[config.mk]
export PLATFORM = sky130hd
export DESIGN_NAME = svn_ctrl
export DESIGN_NICKNAME = d
export VERILOG_FILES = /design/src/hdl/svn_pkg.sv /design/src/hdl/svn_ctrl.sv
export SDC_FILE = /design/constraint.sdc
export NUM_CORES = 1
export LEC_CHECK = 0
export ABC_CLOCK_PERIOD_IN_PS = 2200
export BUFFER_PORTS_ARGS = -buffer_cell sky130_fd_sc_hd__buf_2
export CORE_ASPECT_RATIO = 1.2
export CORE_UTILIZATION = 25
export CTS_CLUSTER_SIZE = 28
export DETAILED_ROUTE_END_ITERATION = 8
export MAX_ROUTING_LAYER = met4
export PLACE_DENSITY_LB_ADDON = 0.08
export SYNTH_ARGS = -nofsm -noshare
export SYNTH_HDL_FRONTEND = slang
export SYNTH_SLANG_ARGS = --single-unit
[constraint.sdc]
create_clock -name clk_i -period 2.2 [get_ports clk_i]
set_input_delay 0.22 -clock clk_i [delete_from_list [all_inputs] [get_ports clk_i]]
set_output_delay 0.22 -clock clk_i [all_outputs]
set_load 0.005 [all_outputs]
[src/hdl/svn_pkg.sv]
`default_nettype none

package svn_pkg;

  // operation codes
  localparam logic OP_LOAD  = 1'b0;
  localparam logic OP_FETCH = 1'b1;

  // normalization modes
  localparam logic [1:0] MODE_STATE  = 2'd0;
  localparam logic [1:0] MODE_TRACE  = 2'd1;
  localparam logic [1:0] MODE_COLUMN = 2'd2;

  // configuration register indexes
  localparam logic [1:0] CFG_MODE = 2'd0;
  localparam logic [1:0] CFG_ROWS = 2'd1;
  localparam logic [1:0] CFG_COLS = 2'd2;

  localparam int MODE_W     = 2;
  localparam int RCNT_W     = 13;
  localparam int CCNT_W     = 7;
  localparam int ROW_W      = 12;
  localparam int COL_W      = 6;
  localparam int CFG_IDX_W  = 2;
  localparam int CFG_DATA_W = 13;
  localparam int SUM_W      = 64;
  localparam int TRACE_W    = 64;
  localparam int DIVR_W     = 64;
  localparam int ADDR_FULL_W = COL_W + RCNT_W + 1;

  typedef struct packed {
    logic capture;
    logic addr_calc;
    logic load_write;
    logic decide;
    logic sqrt_step;
    logic sqrt_end;
    logic div_init;
    logic div_step;
    logic div_save;
    logic div_sel_im;
    logic out_load;
  } cmd_t;

  typedef struct packed {
    logic op_fetch;
    logic need_sqrt;
    logic do_div;
    logic root_zero;
    logic out_free;
  } status_t;

endpackage

`default_nettype wire

[src/hdl/svn_ctrl.sv]
`default_nettype none

module svn_ctrl #(
  parameter int SQRT_STEPS = 47,
  parameter int DIV_STEPS  = 62
) (
  input  wire logic             clk_i,
  input  wire logic             rst_ni,
  input  wire logic             in_valid_i,
  output      logic             in_stall_o,
  input  wire svn_pkg::status_t st_i,
  output      svn_pkg::cmd_t    cmd_o
);

  import svn_pkg::*;

  localparam int CNT_MAX = ((SQRT_STEPS > DIV_STEPS) ? SQRT_STEPS : DIV_STEPS) + 1;
  localparam int CNT_W   = $clog2(CNT_MAX + 1);

  typedef enum logic [3:0] {
    S_IDLE, S_ADDR, S_LD, S_RD, S_DEC, S_SQRT, S_SQEND, S_DIVR, S_DIVI, S_FIN
  } state_e;

  state_e           state_q;
  logic [CNT_W-1:0] cnt_q;

  always_comb begin
    cmd_o = '0;
    unique case (state_q)
      S_IDLE:  cmd_o.capture   = in_valid_i;
      S_ADDR:  cmd_o.addr_calc = 1'b1;
      S_LD:    cmd_o.load_write = 1'b1;
      S_RD:    cmd_o = '0;
      S_DEC:   cmd_o.decide    = 1'b1;
      S_SQRT:  cmd_o.sqrt_step = 1'b1;
      S_SQEND: cmd_o.sqrt_end  = 1'b1;
      S_DIVR, S_DIVI: begin
        cmd_o.div_sel_im = (state_q == S_DIVI);
        priority if (cnt_q == '0) begin
          cmd_o.div_init = 1'b1;
        end else if (cnt_q <= CNT_W'(DIV_STEPS)) begin
          cmd_o.div_step = 1'b1;
        end else begin
          cmd_o.div_save = 1'b1;
        end
      end
      S_FIN:   cmd_o.out_load  = st_i.out_free;
      default: cmd_o = '0;
    endcase
  end

  assign in_stall_o = (state_q != S_IDLE);

  always_ff @(posedge clk_i or negedge rst_ni) begin
    if (!rst_ni) begin
      state_q <= S_IDLE;
      cnt_q   <= '0;
    end else begin
      unique case (state_q)
        S_IDLE: if (in_valid_i) state_q <= S_ADDR;
        S_ADDR: state_q <= st_i.op_fetch ? S_RD : S_LD;
        S_LD:   state_q <= S_IDLE;
        S_RD:   state_q <= S_DEC;
        S_DEC: begin
          cnt_q <= '0;
          priority if (st_i.need_sqrt) state_q <= S_SQRT;
          else if (st_i.do_div)        state_q <= S_DIVR;
          else                         state_q <= S_FIN;
        end
        S_SQRT: begin
          if (cnt_q == CNT_W'(SQRT_STEPS - 1)) begin
            cnt_q   <= '0;
            state_q <= S_SQEND;
          end else begin
            cnt_q <= cnt_q + 1'b1;
          end
        end
        S_SQEND: state_q <= st_i.root_zero ? S_FIN : S_DIVR;
        S_DIVR, S_DIVI: begin
          if (cnt_q > CNT_W'(DIV_STEPS)) begin
            cnt_q   <= '0;
            state_q <= (state_q == S_DIVR) ? S_DIVI : S_FIN;
          end else begin
            cnt_q <= cnt_q + 1'b1;
          end
        end
        S_FIN:  if (st_i.out_free) state_q <= S_IDLE;
        default: state_q <= S_IDLE;
      endcase
    end
  end

`ifndef SYNTHESIS
  a_capture_addr: assert property (@(posedge clk_i) disable iff (!rst_ni)
    cmd_o.capture |=> state_q == S_ADDR) else $error("capture did not start");
  a_sqend_after_sqrt: assert property (@(posedge clk_i) disable iff (!rst_ni)
    state_q == S_SQEND |-> $past(state_q) == S_SQRT) else $error("bad root end");
  a_fin_done: assert property (@(posedge clk_i) disable iff (!rst_ni)
    (state_q == S_FIN && st_i.out_free) |=> state_q == S_IDLE)
    else $error("result not handed off");
`endif

endmodule

`default_nettype wire
After elaboration in Yosys (flattened, before gate mapping)
Cells that the tools add are included.

storage, ports and cells
  register bits after elaboration = 10
  input bits = 8
  word-level logic and storage cells = 50

operators by class
  add/subtract/negate cells = 1
  order comparisons = 2
  reductions and logical operators = 6
  equal/unequal tests = 14
  muxes and demuxes = 25

operator list
  cell                                                              number
  4-bit 2-to-1 mux                                                  8
  4-bit one-hot mux with 8 select lines                             1
  6-bit one-hot mux with 3 select lines                             1
  4-bit by 3-bit == test with 1-bit output (second input constant)  4
  1-bit 2-to-1 mux                                                  12
  6-bit 2-to-1 mux                                                  2
  4-bit by 2-bit == test with 1-bit output (second input constant)  2
  4-bit == test (second input constant)                             2
  2-bit inequality test (second input constant)                     4
  6-bit by 1-bit adder with 6-bit output (second input constant)    1
  6-bit == test (second input constant)                             1
  6-bit > comparator (second input constant)                        1
  6-bit <= comparator (second input constant)                       1
  6-bit zero test                                                   1
  4-bit by 1-bit == test with 1-bit output (second input constant)  1
  4-bit zero test                                                   1
  4-bit AND reduction                                               1
  4-bit nonzero test                                                1
  3-bit nonzero test                                                1
  2-bit 2-to-1 mux                                                  1
  2-bit OR reduction                                                1

Longest topological paths before layout
  depth in word-level cells = 4
  depth in mapped cells = 7

Least setup slack after synthesis
Ideal clock, no wire load.

  path type = reg2reg
  start = reg cnt_q[0]
  end = reg state_q[3]
  period minus slack after synthesis = 1.731 ns
  path slack = 0.469 ns
  path buffers = 1
  setup time = 0.125 ns
  arrival time = 1.606 ns
  stages on the path, launching flop included = 8
  cell sequence = dfrtp_1 inv_1 ha_1 inv_1 o31a_1 buf_6 nor3_1 mux2_2

on the way
  cells in the longest elaborated chain, start to end = 3
  elaborated cells between the ends (all ways) = 5
  those cells by class = order compare (1); eq/ne (3); reduce/logical (1)

RTL lines
  what                                                        RTL line                        RTL
  start: declaration                                          svn_ctrl.sv:25                  logic [CNT_W-1:0] cnt_q;
  start signal: assignment                                    svn_ctrl.sv:75                  cnt_q <= cnt_q + 1'b1;
  start signal: assignment                                    svn_ctrl.sv:84                  cnt_q <= cnt_q + 1'b1;
  6-bit > comparator / 6-bit == test (equally long branches)  svn_ctrl.sv:80, svn_ctrl.sv:71
  2-bit inequality test (no line)                             --
  4-bit AND reduction (no line) (*)                           --
  end signal: assignment                                      svn_ctrl.sv:61                  S_ADDR: state_q <= st_i.op_fetch ? S_RD : S_LD;
  end signal: assignment                                      svn_ctrl.sv:78                  S_SQEND: state_q <= st_i.root_zero ? S_FIN : S_DIVR;
  end signal: assignment                                      svn_ctrl.sv:82                  state_q <= (state_q == S_DIVR) ? S_DIVI : S_FIN;
  end: declaration                                            svn_ctrl.sv:24                  state_e state_q;

Every way passes the cells marked *; elsewhere a longest branch is shown, timed or not.
A chain may end at the register's enable or synchronous reset.

Final worst setup path
Same ends and word-level chain as after synthesis.

==> out/metrics.yaml <==
status:
  outcome: "complete, no violations"
routing:
  routedWlPerCell_um: 14.1
  detail-route-antenna-nets: 0
  drt_pass1_iterations: 4
  drtIter0Drc: 12
  routed_wl_mm: 2.39
  via_per_inst: 5.11
  drt_drc_violations_left: 0
  via_count: 864
finish:
  stdcell_area_mm2: 0.00107
  seq_area_um2: 250
  fillers: 364
  multi_input_area_um2: 562
  final_util: 0.324
  diodes: 0
  syn_to_final_growth_pct: 24.1
  drive_gt1_frac: 0.288
  nNetsFinal: 144
timing:
  period_needed_ps: 1870
  hold_slack_ps: 373
  skew_ps: 9.27
  setup_violations: 0
  fin_tns_setup_ps: 0
  finalHoldViolCount: 0
  maxClockFrequency_mhz: 535
  worst_pin_slew_ps: 634
  slew_headroom: 0.575
  maxSlewViolCount: 0
  fin_ws_ps: 332
  rsz0062_at_grt: "false"
  post-route-period-util: 0.849
setup_path:
  reg2reg_depth: 6
  startpoint_type: "flop"
  path_depth: 6
  critical-path-max-stage-delay_ps: 370
  crit_family: "simple AND/OR/NAND/NOR gates"
  critPathArrivalTime_ps: 1990
  cpMaxStageDelayCell: "dfrtp_1"
  rr_startpoint: "cnt_q[0]"
  worstSetupEndpoint: "state_q[3]"
  cp-end-kind: "flop"
  r2r_setup_slack_ps: 330
  crit_chain: "inv_1 > ha_1 > nand3b_1 > o22a_2 > nor3_1 > mux2_2"
  critPathKind: "flop to flop"
  crit_path_start: "cnt_q[0]"
  worst-path-buf-inv: 1
  path_max_fanout: 9
  r2r_end: "state_q[3]"
  cp.required_ps: 2330
yosys:
  yosys_warnings: 0
  yosysMostFrequentCell: "nor2_1"
  syn_avg_cell_area_um2: 7.85
  ys_seq_area_frac: 0.290
  netlist_top_cells_area: "dfrtp_1, nor2_1, nor3_1"
  ys.flop_type: "dfrtp_1"
  synthCells: 110
  yosysTopAreaCellShare: 0.290
  ys_top_cells_by_count: "nor2_1, dfrtp_1, nor3_1"
  synth_area_um2: 863
  async_flop_share: 1.00
  yosys_register_bits: 10
  synth_top_area_cell: "dfrtp_1"
  synth_nets: 121
  synth_cell_types: 41
  synth-edff-count: 0
job:
  cap_violations: 0
die:
  num_rows: 23
  die_area_mm2: 0.00369
  ioPinCount: 20
  core_mm2: 0.00331
  start_util: 0.261
  die_w_um: 55.6
  die_h_um: 66.4
clocking:
  h-tree-depth: 1
  cts_sinks: 10
  clock_path_buffers: 2
  cts_resized: 0
  clk_latency_ps: 240
  root_buffer: "clkbuf_8"
  numCtsBuffers: 3
  clkTransAtPathRegs_ps: 50
  cts_tree: "built"
place:
  dp_slack_ps: 329
  hpwl_mm: 1.88
  io_buffers: 19
  place_congestion: 0.718
  place_area_mm2: 0.00101
hold_path:
  hp-class: "primary input to async pin"
global_route:
  grt_max_degree: 16
  grt_antenna_before_repair: 0
  grt_pass1_vias: 891
  grt_usage: 0.147
  grt_pass1_wl_mm: 4.04
  overflow: 0
power:
  power_density_mw_per_mm2: 1100
  power_leakage_uw: 0.000476
  ir_drop_v: 0.000418
cell type report:
type / instances / area share
Clock buffer: 4 / 0.0514
Tap cell: 37 / 0.0432
Inverter: 4 / 0.0140
Timing Repair Buffer: 25 / 0.133
Multi-Input combinational cell: 89 / 0.525
Sequential cell: 10 / 0.234
per-layer routing:
layer / share of wire / routed length [um] / track usage / up-vias
li1: - / - / - / 450
met1: 0.44 / 1040 / 0.151 / 390
met2: 0.52 / 1250 / 0.277 / 20
met3: 0.026 / 61 / 0.0235 / 4
met4: 0.016 / 38 / 0.0656 / 0
met5: 0 / 0 / - / -
worst min-delay path by stage:
| stage | to | slack [ps] | depth (start not counted) |
|---|---|---|---|
| 4_1_cts | cnt_q[5] | 380 | 2 |
| 6_report | state_q[3] | 370 | 2 |
| 3_3_place_gp | cnt_q[3] | 100 | 1 |
| 2_1_floorplan | cnt_q[0] | -80 | 0 |
| 3_5_place_dp | cnt_q[3] | 100 | 1 |
| 5_1_grt | cnt_q[5] | 400 | 2 |
sequential cells by signal, indices dropped and copies added, names as in the netlist:
signal / cells
cnt_q: 6
state_q: 4
cell usage in the layout (no fill, tap or decap), types with 3 or more instances in the layout:
master,netlist,layout
nor2_1,17,17
inv_1,4,4
ha_1,3,3
o21ai_0,7,7
buf_4,0,5
buf_2,2,19
dfrtp_1,10,10
nand2_1,8,8
nor3_1,10,10
clkbuf_8,0,4
a21oi_1,4,4
worst reg2reg max path, cell delays in order, from the launching register on:
cell      delay, ps
dfrtp_1         370
inv_1           100
ha_1            220
nand3b_1        190
o22a_2          310
nor3_1          210
mux2_2          350
cells by family after synthesis:
| family | synth area share |
|---|---|
| and+or+nand+nor | 0.371 |
| AOI/OAI and AO/OA | 0.223 |
| DFF | 0.290 |
| adders and majority gates | 0.0435 |
| buffers and inverters | 0.0594 |
| muxes | 0.0130 |
through the flow:
stage	cells	total power [uW]
floorplan	110	738
global placement	164	956
detailed placement	164	952
CTS	169	1190
global route	169	1290
finish	169	1180
what timing repair did:
item | in CTS | in global routing
hold buffers | 1 | 0
buffers inserted | 0 | 0
endpoints found under the hold margin | 10 | 0
report_power, final:
part / switching [uW] / internal [uW] / total, uW
clock network: 74.8 / 157 / 232
registers: 79.2 / 232 / 312
logic: 349 / 283 / 633
total: 503 / 673 / 1180
Power figures use the tool's default switching activity.
